`src/lcdns_pkg.sv`:
```
`timescale 1ns / 1ps

package lcdns_pkg;

    localparam int COUNT_WIDTH = 16;
    localparam int REG_WIDTH   = 16;
    localparam int STEP_WIDTH  = 5;
    localparam int CFG_ADDR_W  = 3;

    localparam logic [COUNT_WIDTH-1:0] CNT_MAX  = {COUNT_WIDTH{1'b1}};
    localparam logic [STEP_WIDTH-1:0]  STEPS_DONE = 5'd13;

    typedef enum logic [1:0] {
        OP_TICK    = 2'd0,
        OP_CMD     = 2'd1,
        OP_DATA    = 2'd2,
        OP_RESTART = 2'd3
    } opcode_t;

    typedef enum logic [CFG_ADDR_W-1:0] {
        REG_POWER_WAIT = 3'd0,
        REG_FIRST_GAP  = 3'd1,
        REG_LATER_GAP  = 3'd2,
        REG_HOLD       = 3'd3,
        REG_CLEAR_WAIT = 3'd4
    } reg_index_t;

    // init sequence step kinds
    typedef enum logic [2:0] {
        KIND_BYTE   = 3'd0,
        KIND_NIB    = 3'd1,
        KIND_WPOWER = 3'd2,
        KIND_WFIRST = 3'd3,
        KIND_WLATER = 3'd4,
        KIND_WCLEAR = 3'd5,
        KIND_NONE   = 3'd6
    } step_kind_t;

    // nibble transfer phases
    typedef enum logic [6:0] {
        PH_IDLE     = 7'b0000001,
        PH_HI_SETUP = 7'b0000010,
        PH_HI_PULSE = 7'b0000100,
        PH_HI_HOLD  = 7'b0001000,
        PH_LO_SETUP = 7'b0010000,
        PH_LO_PULSE = 7'b0100000,
        PH_LO_HOLD  = 7'b1000000
    } phase_t;

    typedef struct packed {
        logic       rs;
        logic       en;
        logic [3:0] nib;
    } pins_t;

    typedef struct packed {
        logic [STEP_WIDTH-1:0]  init_step;
        logic [COUNT_WIDTH-1:0] wait_count;
        phase_t                 phase;
        logic [7:0]             held_byte;
        logic                   held_rs;
        pins_t                  pins;
    } core_state_t;

    typedef struct packed {
        logic [REG_WIDTH-1:0] power_wait_us;
        logic [REG_WIDTH-1:0] first_gap_us;
        logic [REG_WIDTH-1:0] later_gap_us;
        logic [REG_WIDTH-1:0] hold_us;
        logic [REG_WIDTH-1:0] clear_wait_us;
    } cfg_t;

    localparam core_state_t STATE_RESET = '{
        init_step:  '0,
        wait_count: '0,
        phase:      PH_IDLE,
        held_byte:  8'h00,
        held_rs:    1'b0,
        pins:       '0
    };

    function automatic step_kind_t step_kind(input logic [STEP_WIDTH-1:0] idx);
        step_kind_t k;
        begin
            unique case (idx)
                5'd0:    k = KIND_WPOWER;
                5'd1:    k = KIND_NIB;
                5'd2:    k = KIND_WFIRST;
                5'd3:    k = KIND_NIB;
                5'd4:    k = KIND_WLATER;
                5'd5:    k = KIND_NIB;
                5'd6:    k = KIND_WLATER;
                5'd7:    k = KIND_NIB;
                5'd8:    k = KIND_BYTE;
                5'd9:    k = KIND_BYTE;
                5'd10:   k = KIND_BYTE;
                5'd11:   k = KIND_WCLEAR;
                5'd12:   k = KIND_BYTE;
                default: k = KIND_NONE;
            endcase
            return k;
        end
    endfunction

    function automatic logic [7:0] step_val(input logic [STEP_WIDTH-1:0] idx);
        logic [7:0] v;
        begin
            unique case (idx)
                5'd1, 5'd3, 5'd5: v = 8'h03;
                5'd7:             v = 8'h02;
                5'd8:             v = 8'h28;
                5'd9:             v = 8'h0c;
                5'd10:            v = 8'h01;
                5'd12:            v = 8'h06;
                default:          v = 8'h00;
            endcase
            return v;
        end
    endfunction

endpackage

```
`src/lcdns_cfg.sv`:
```
`timescale 1ns / 1ps

module lcdns_cfg
(
    input  logic                               clk,
    input  logic                               rst_n,
    input  logic                               cfg_we,
    input  logic [lcdns_pkg::CFG_ADDR_W-1:0]   cfg_addr,
    input  logic [lcdns_pkg::REG_WIDTH-1:0]    cfg_data,
    output lcdns_pkg::cfg_t                    cfg
);

    lcdns_pkg::cfg_t cfg_reg;
    lcdns_pkg::cfg_t cfg_next;

    always_comb
    begin
        cfg_next = cfg_reg;
        if (cfg_we)
        begin
            unique case (cfg_addr)
                lcdns_pkg::REG_POWER_WAIT: cfg_next.power_wait_us = cfg_data;
                lcdns_pkg::REG_FIRST_GAP:  cfg_next.first_gap_us  = cfg_data;
                lcdns_pkg::REG_LATER_GAP:  cfg_next.later_gap_us  = cfg_data;
                lcdns_pkg::REG_HOLD:       cfg_next.hold_us       = cfg_data;
                lcdns_pkg::REG_CLEAR_WAIT: cfg_next.clear_wait_us = cfg_data;
                default:                   cfg_next = cfg_reg; // unused index
            endcase
        end
    end

    always_ff @(posedge clk or negedge rst_n)
    begin
        if (!rst_n)
        begin
            cfg_reg.power_wait_us <= 16'd50000;
            cfg_reg.first_gap_us  <= 16'd5000;
            cfg_reg.later_gap_us  <= 16'd1000;
            cfg_reg.hold_us       <= 16'd100;
            cfg_reg.clear_wait_us <= 16'd2000;
        end
        else
        begin
            cfg_reg <= cfg_next;
        end
    end

    assign cfg = cfg_reg;

endmodule

```
`src/lcdns_step.sv`:
```
`timescale 1ns / 1ps

module lcdns_step
(
    input  lcdns_pkg::core_state_t  cur,
    input  lcdns_pkg::cfg_t         cfg,
    input  lcdns_pkg::opcode_t      opcode,
    input  logic [7:0]              byte_value,
    output lcdns_pkg::core_state_t  nxt,
    output logic                    accepted
);

    // start the step at idx: load a nibble or byte, zero the wait counter for a wait, or nothing once past the end
    function automatic lcdns_pkg::core_state_t launch(
        input lcdns_pkg::core_state_t     st,
        input logic [lcdns_pkg::STEP_WIDTH-1:0] idx
    );
        lcdns_pkg::core_state_t s;
        lcdns_pkg::step_kind_t  k;
        logic [7:0]             v;
        begin
            s = st;
            k = lcdns_pkg::step_kind(idx);
            v = lcdns_pkg::step_val(idx);
            s.init_step = idx;
            case (k)
                lcdns_pkg::KIND_NIB:
                begin
                    s.held_byte = v;
                    s.held_rs   = 1'b0;
                    s.pins      = '{rs: 1'b0, en: 1'b0, nib: v[3:0]};
                    s.phase     = lcdns_pkg::PH_LO_SETUP;
                end
                lcdns_pkg::KIND_BYTE:
                begin
                    s.held_byte = v;
                    s.held_rs   = 1'b0;
                    s.pins      = '{rs: 1'b0, en: 1'b0, nib: v[7:4]};
                    s.phase     = lcdns_pkg::PH_HI_SETUP;
                end
                lcdns_pkg::KIND_NONE: ; // sequence finished, nothing to load
                default:              s.wait_count = '0;
            endcase
            return s;
        end
    endfunction

    lcdns_pkg::step_kind_t                kind;
    logic                                 init_done;
    logic                                 idle;
    logic [lcdns_pkg::COUNT_WIDTH-1:0]    cnt_inc;
    logic [lcdns_pkg::REG_WIDTH-1:0]      target;
    logic                                 wait_hit;
    logic                                 in_hold;

    assign kind      = lcdns_pkg::step_kind(cur.init_step);
    assign init_done = (cur.init_step >= lcdns_pkg::STEPS_DONE);
    assign idle      = (cur.phase == lcdns_pkg::PH_IDLE);
    assign in_hold   = (cur.phase == lcdns_pkg::PH_HI_HOLD) ||
                       (cur.phase == lcdns_pkg::PH_LO_HOLD);

    // saturating microsecond counter shared by holds and init waits
    assign cnt_inc = (cur.wait_count != lcdns_pkg::CNT_MAX) ?
                     cur.wait_count + 1'b1 : cur.wait_count;

    always_comb
    begin
        if (in_hold)
        begin
            target = cfg.hold_us;
        end
        else
        begin
            case (kind)
                lcdns_pkg::KIND_WPOWER: target = cfg.power_wait_us;
                lcdns_pkg::KIND_WFIRST: target = cfg.first_gap_us;
                lcdns_pkg::KIND_WLATER: target = cfg.later_gap_us;
                default:                target = cfg.clear_wait_us;
            endcase
        end
    end

    // a target beyond the counter range ends once the counter tops out
    assign wait_hit = (cnt_inc >= target) || (cnt_inc == lcdns_pkg::CNT_MAX);

    always_comb
    begin
        nxt      = cur;
        accepted = 1'b0;
        unique case (opcode)
            lcdns_pkg::OP_TICK:
            begin
                unique case (cur.phase)
                    lcdns_pkg::PH_HI_SETUP:
                    begin
                        nxt.pins  = '{rs: cur.held_rs, en: 1'b1, nib: cur.held_byte[7:4]};
                        nxt.phase = lcdns_pkg::PH_HI_PULSE;
                    end
                    lcdns_pkg::PH_HI_PULSE:
                    begin
                        nxt.pins       = '{rs: cur.held_rs, en: 1'b0, nib: cur.held_byte[7:4]};
                        nxt.phase      = lcdns_pkg::PH_HI_HOLD;
                        nxt.wait_count = '0;
                    end
                    lcdns_pkg::PH_HI_HOLD:
                    begin
                        nxt.wait_count = cnt_inc;
                        if (wait_hit)
                        begin
                            nxt.pins  = '{rs: cur.held_rs, en: 1'b0, nib: cur.held_byte[3:0]};
                            nxt.phase = lcdns_pkg::PH_LO_SETUP;
                        end
                    end
                    lcdns_pkg::PH_LO_SETUP:
                    begin
                        nxt.pins  = '{rs: cur.held_rs, en: 1'b1, nib: cur.held_byte[3:0]};
                        nxt.phase = lcdns_pkg::PH_LO_PULSE;
                    end
                    lcdns_pkg::PH_LO_PULSE:
                    begin
                        nxt.pins       = '{rs: cur.held_rs, en: 1'b0, nib: cur.held_byte[3:0]};
                        nxt.phase      = lcdns_pkg::PH_LO_HOLD;
                        nxt.wait_count = '0;
                    end
                    lcdns_pkg::PH_LO_HOLD:
                    begin
                        nxt.wait_count = cnt_inc;
                        if (wait_hit)
                        begin
                            nxt.phase = lcdns_pkg::PH_IDLE;
                            if (!init_done)
                                nxt = launch(nxt, cur.init_step + 1'b1);
                        end
                    end
                    lcdns_pkg::PH_IDLE:
                    begin
                        if (!init_done)
                        begin
                            if ((kind == lcdns_pkg::KIND_NIB) ||
                                (kind == lcdns_pkg::KIND_BYTE))
                            begin
                                nxt = launch(cur, cur.init_step);
                            end
                            else
                            begin
                                nxt.wait_count = cnt_inc;
                                if (wait_hit)
                                    nxt = launch(nxt, cur.init_step + 1'b1);
                            end
                        end
                    end
                    default: nxt.phase = lcdns_pkg::PH_IDLE;
                endcase
            end
            lcdns_pkg::OP_RESTART:
            begin
                nxt      = lcdns_pkg::STATE_RESET;
                accepted = 1'b1;
            end
            default: // command or data write
            begin
                if (init_done && idle)
                begin
                    nxt.held_byte = byte_value;
                    nxt.held_rs   = (opcode == lcdns_pkg::OP_DATA);
                    nxt.pins      = '{rs: (opcode == lcdns_pkg::OP_DATA), en: 1'b0,
                                      nib: byte_value[7:4]};
                    nxt.phase     = lcdns_pkg::PH_HI_SETUP;
                    accepted      = 1'b1;
                end
            end
        endcase
    end

endmodule

```
`src/char_lcd_nibble_sequencer.sv`:
```
`timescale 1ns / 1ps

// Character LCD sequencer for a 4-bit HD44780-style bus.
// Input stream (s_*): one request per item. s_tdata[1:0] opcode (0 one-microsecond
//   tick, 1 command write, 2 data write, 3 restart init), s_tdata[9:2] byte_value.
// Output stream (m_*): one result per request, giving the line levels after the
//   request and a ready flag; a write that was refused shows accepted = 0.
// Config port: cfg_we writes cfg_data into register cfg_addr (0 power wait,
//   1 first gap, 2 later gap, 3 hold, 4 clear wait, all in microseconds); other
//   indices are ignored. Write only while no request is in flight.
// Timing: a request is taken when s_tready is high; its result sits in the output
//   register on the next cycle, and the block takes a request every cycle while
//   the receiver does not stall. The rate is set by the single state-update step
//   (counter increment and compare) between state and result registers.
// Reset clears the sequencer to the start of the power-up sequence, drives all
//   lines low and restores the register defaults; opcode 3 does the same but
//   keeps the registers. If the receiver stalls, the result is held and
//   s_tready drops until it is taken (s_tready = output empty or m_tready).

module char_lcd_nibble_sequencer
(
    input  logic                              clk,
    input  logic                              rst_n,
    // stream in
    input  logic                              s_tvalid,
    output logic                              s_tready,
    input  logic [15:0]                       s_tdata,  // opcode[1:0], byte_value[9:2]
    // stream out
    output logic                              m_tvalid,
    input  logic                              m_tready,
    output logic [7:0]                        m_tdata,  // rs_line[0], enable_line[1],
                                                        // data_lines[5:2], ready_res[6],
                                                        // accepted[7]
    // configuration
    input  logic                              cfg_we,
    input  logic [lcdns_pkg::CFG_ADDR_W-1:0]  cfg_addr,
    input  logic [lcdns_pkg::REG_WIDTH-1:0]   cfg_data
);

    lcdns_pkg::cfg_t        cfg;
    lcdns_pkg::core_state_t state_reg;
    lcdns_pkg::core_state_t state_next;
    lcdns_pkg::opcode_t     opcode;
    logic                   accepted;
    logic                   take;
    logic                   ready_now;
    logic                   out_valid_reg;
    logic                   out_valid_next;
    logic [7:0]             out_data_reg;

    lcdns_cfg u_cfg
    (
        .clk      (clk),
        .rst_n    (rst_n),
        .cfg_we   (cfg_we),
        .cfg_addr (cfg_addr),
        .cfg_data (cfg_data),
        .cfg      (cfg)
    );

    assign opcode = lcdns_pkg::opcode_t'(s_tdata[1:0]);

    lcdns_step u_step
    (
        .cur        (state_reg),
        .cfg        (cfg),
        .opcode     (opcode),
        .byte_value (s_tdata[9:2]),
        .nxt        (state_next),
        .accepted   (accepted)
    );

    // the output register frees up in the same cycle it is drained
    assign s_tready = !out_valid_reg || m_tready;
    assign take     = s_tvalid && s_tready;

    assign ready_now = (state_next.init_step >= lcdns_pkg::STEPS_DONE) &&
                       (state_next.phase == lcdns_pkg::PH_IDLE);

    always_comb
    begin
        out_valid_next = out_valid_reg;
        if (take)
            out_valid_next = 1'b1;
        else if (m_tready)
            out_valid_next = 1'b0;
    end

    always_ff @(posedge clk or negedge rst_n)
    begin
        if (!rst_n)
        begin
            state_reg     <= lcdns_pkg::STATE_RESET;
            out_valid_reg <= 1'b0;
        end
        else
        begin
            out_valid_reg <= out_valid_next;
            if (take)
                state_reg <= state_next;
        end
    end

    // result payload, no reset needed
    always_ff @(posedge clk)
    begin
        if (take)
            out_data_reg <= {accepted, ready_now, state_next.pins.nib,
                             state_next.pins.en, state_next.pins.rs};
    end

    assign m_tvalid = out_valid_reg;
    assign m_tdata  = out_data_reg;

endmodule

```
`config.mk`:
```
export PLATFORM = sky130hd
export DESIGN_NAME = char_lcd_nibble_sequencer
export DESIGN_NICKNAME = d
export VERILOG_FILES = /design/src/lcdns_pkg.sv /design/src/lcdns_cfg.sv /design/src/lcdns_step.sv /design/src/char_lcd_nibble_sequencer.sv
export SDC_FILE = /design/constraint.sdc
export NUM_CORES = 1
export LEC_CHECK = 0
export BUFFER_PORTS_ARGS = -buffer_cell sky130_fd_sc_hd__buf_2
export CAP_MARGIN = 20
export CELL_PAD_IN_SITES_DETAIL_PLACEMENT = 1
export CELL_PAD_IN_SITES_GLOBAL_PLACEMENT = 2
export CORE_UTILIZATION = 35
export CTS_CLUSTER_SIZE = 30
export DETAILED_ROUTE_END_ITERATION = 10
export GPL_TIMING_DRIVEN = 0
export PLACE_DENSITY_LB_ADDON = 0.1
export SLEW_MARGIN = 10
export SYNTH_ARGS = -nofsm -noshare
export SYNTH_HDL_FRONTEND = slang
export SYNTH_HIERARCHICAL = 1
export SYNTH_SLANG_ARGS = --single-unit
```
`constraint.sdc`:
```
create_clock -name clk -period 5.2 [get_ports clk]
set_input_delay 1.04 -clock clk [delete_from_list [all_inputs] [get_ports clk]]
set_output_delay 1.04 -clock clk [all_outputs]
set_load 0.01 [all_outputs]
```
==> run metrics <==
EDFF count, synth=8; worst-path fanout max=10; die width=161.5 um; post-DR wirelength/cell=22.26 um; YS warnings=6; Main synth FF type=dfrtp_1; minimum clock period=4.935 ns; final worst path period share=94.90%; Leakage Power=4.551 nW; first-pass GRT wire length=45.83 mm; Port Buf Inserts=43; Rows=57; CORE AREA=24600 um2; Area contributors post-synth=dfrtp_1 27%, mux2_2 11%, dfstp_2 8.0%, mux2_4 6.6%, nand2_1 4.5%; vias=7416; Unique masters post-synth=84; Yosys reg bits=132; nets@finish=1025; Post-Syn Area=8901 um2; syn nets=951; status=finished clean; max_cap viols=0; crit path DAT=5.20 ns; share of cells above drive strength 1=32.92%; GR Util All Layers=22.87%; DRC viols=0; grt total ovfl=0; VDD IR max=171.2 uV; CTS root buf=clkbuf_16; largest net degree at the start of global routing=65; initial antenna violation count=0; Worst Hold Class=register to register; DP Wirelength=20.78 mm; clock buffer depth=2; sw frac=32.98%; Initial Utilization=36.18%; P_sw=0.001083 W; Initial DRT Pass Iterations=4; vias in the first global route=7809; Max-slew headroom=37.49%; Clock power frac=37.5%; Least-Margin Pin Slew=0.9320 ns; cts bufs inserted=17; setup violators final=0; register area share after synthesis=37.94%; fmax=202.6 MHz; largest area contributor in the netlist=dfrtp_1; Skew-Pair Late Insertion Delay=0.44 ns; Synth top area share=27.27%; final hold slack=0.5053 ns; GP Congestion=0.8397; final wirelength=28.78 mm; Logic pwr share=21.5%; Die ar.=26070 um2; RSZ-0062 raised after global routing=no; number of vias per cell=5.735; CTS tree=done; CTS Sinks=132; WP data required=5.46 ns; Post-Syn Area per Cell=10.09 um2; FILL cells=2757; initial DRC count=404; # diodes=0; max reg flops=80; die span in y=161.5 um; Fin Clk Skew=0.01711 ns; P_int=0.002199 W; Power Dens Cells=314.4 nW/um2; footprint of the multi-input gates=5304 um2; Startpoint Class=register; Worst-path clk slew=0.07 ns; Fin. Hold Viols=0; total power=0.003282 W; Routed Antenna Nets=0; critical path endpoint category=register; Slew Viols, Final=0; top-level I/O count=50; sequential cell area=3379 um2; Reg power frac=41.0%; Syn-to-layout area delta=17.28%; post-synthesis cell count=882; ys async rst share=93.94%; WS Path Type=register to register; htree depth=4
cells in the final DEF, fill, tap and decap left out, types with 6 or more instances in the layout:
cell	netlist	routed
nor2_1	45	42
inv_8	0	6
mux2_4	39	39
nand2_1	107	106
a21o_1	8	8
a21oi_1	39	36
dfrtp_1	97	95
mux2i_1	32	31
mux2_2	87	87
nand3_1	29	29
clkbuf_1	32	24
a32o_1	7	7
buf_6	9	13
nor3_1	12	10
buf_2	11	50
buf_4	2	16
and3_1	10	10
inv_1	22	20
o211ai_1	9	9
dfstp_2	27	27
and2_1	6	6
o21ai_0	50	46
o22ai_1	8	7
o2111ai_1	8	8
a221oi_1	8	7
ha_1	29	27
a211oi_1	11	9
xor2_1	8	8
edfxtp_1	8	8
clkbuf_16	0	17
nand4_1	10	10
power groups by stage:
| stage | clock network (W) | registers, W | logic (W) |
|---|---|---|---|
| floorplan | 0 | 0.00132 | 0.000478 |
| global placement | 0 | 0.00135 | 0.000665 |
| detailed placement | 0 | 0.00136 | 0.000687 |
| CTS | 0.00127 | 0.00134 | 0.000696 |
| global route | 0.00131 | 0.00137 | 0.000776 |
| finish | 0.00123 | 0.00134 | 0.000706 |
kinds of logic (layout without fill, tap and decap cells):
family / after synthesis / in the layout / share of synthesized area [%]
buffers and inverters: 77 / 164 / 4.245
flip-flops: 132 / 132 / 37.94
adder cells (fa/ha/maj): 29 / 29 / 4.076
multiplexers: 159 / 159 / 21.31
AO/OA/AOI/OAI: 199 / 199 / 15.21
XOR/XNOR: 13 / 13 / 1.279
AND/OR/NAND/NOR: 273 / 273 / 15.94
worst max-delay path, cell delays in order, from the launching register on:
cell and delay (ns):
dfrtp_2 0.44, ha_4 0.20, ha_2 0.21, nor4bb_2 0.30
a21oi_1 0.11, nor2_4 0.17, nor2_4 0.07, clkbuf_8 0.18
a211oi_1 0.19, a21oi_1 0.06, nand2_1 0.07, o21ai_0 0.13
ha_1 0.39, a21oi_2 0.14, o21ai_1 0.07, a21o_1 0.19
a211oi_2 0.26, o22a_1 0.26, a21oi_4 0.08, or3_1 0.33
a31o_1 0.27, nor4_2 0.21, nand3_1 0.20, a21oi_2 0.22
layout make-up:
| type | count | area share [%] |
|---|---|---|
| buffer | 53 | 3.152 |
| clock buffer | 17 | 4.075 |
| clock inverter | 15 | 1.522 |
| inverter | 22 | 0.7911 |
| multi-input combinational | 673 | 50.81 |
| sequential | 132 | 32.37 |
| tap | 324 | 3.883 |
| timing repair buffer | 57 | 3.392 |
routing by layer:
layer  share of wire (%)  GRT usage (%)  vias up
li1                    -              -     3434
met1                  45          28.84     3832
met2                  51          40.16      117
met3                 2.3          2.876       33
met4                 1.9          7.762        0
met5                   0              0        -
final timing paths:
check,cells after the start,slack [ns],start,end
max,23,0.27,state_reg[39],m_tdata[6]
min,1,0.51,u_cfg/cfg[27],u_cfg/cfg[27]
max reg2reg,23,0.27,state_reg[39],m_tdata[6]
min reg2reg,1,0.51,u_cfg/cfg[27],u_cfg/cfg[27]
max in group asynchronous,2,3.79,rst_n,u_cfg/cfg[68]
min in group asynchronous,1,0.62,rst_n,m_tvalid
cells in the mapped netlist, drive strengths merged, types with 4 or more instances:
| cell type | count |
|---|---|
| a211oi | 12 |
| a21o | 8 |
| a21oi | 40 |
| a221oi | 8 |
| a2bb2oi | 4 |
| a31oi | 4 |
| a32o | 7 |
| and2 | 6 |
| and3 | 10 |
| and4 | 5 |
| buf | 23 |
| clkbuf | 32 |
| dfrtp | 97 |
| dfstp | 27 |
| edfxtp | 8 |
| ha | 29 |
| inv | 22 |
| mux2 | 127 |
| mux2i | 32 |
| nand2 | 109 |
| nand2b | 6 |
| nand3 | 29 |
| nand4 | 13 |
| nor2 | 45 |
| nor2b | 4 |
| nor3 | 12 |
| nor4 | 11 |
| o2111ai | 8 |
| o211ai | 9 |
| o21ai | 51 |
| o22ai | 8 |
| o31ai | 4 |
| or3 | 5 |
| xnor2 | 5 |
| xor2 | 8 |
repair_timing:
action,in CTS,in global routing
setup buffers,9,4
resized for setup,37,27
pin swaps,6,11
hold buffers,0,0
cloned,0,0
endpoints found under the setup margin,48,30
per-stage QoR:
| stage | instances | setup slack (ns) | setup TNS (ns) | instance area [um2] | utilization [%] |
|---|---|---|---|---|---|
| after floorplan | 882 | 0.1500 | 0 | 8901 | - |
| after global placement | 1249 | -1.983 | -63.58 | 9522 | 38.70 |
| after detailed placement | 1250 | -1.982 | -63.59 | 9555 | 38.84 |
| after CTS | 1289 | 0.00008926 | 0 | 10310 | 41.89 |
| after global routing | 1293 | 0.0005769 | 0 | 10440 | 42.43 |
| final | 1293 | 0.2654 | 0 | 10440 | 42.43 |
Power figures use the tool's default switching activity.
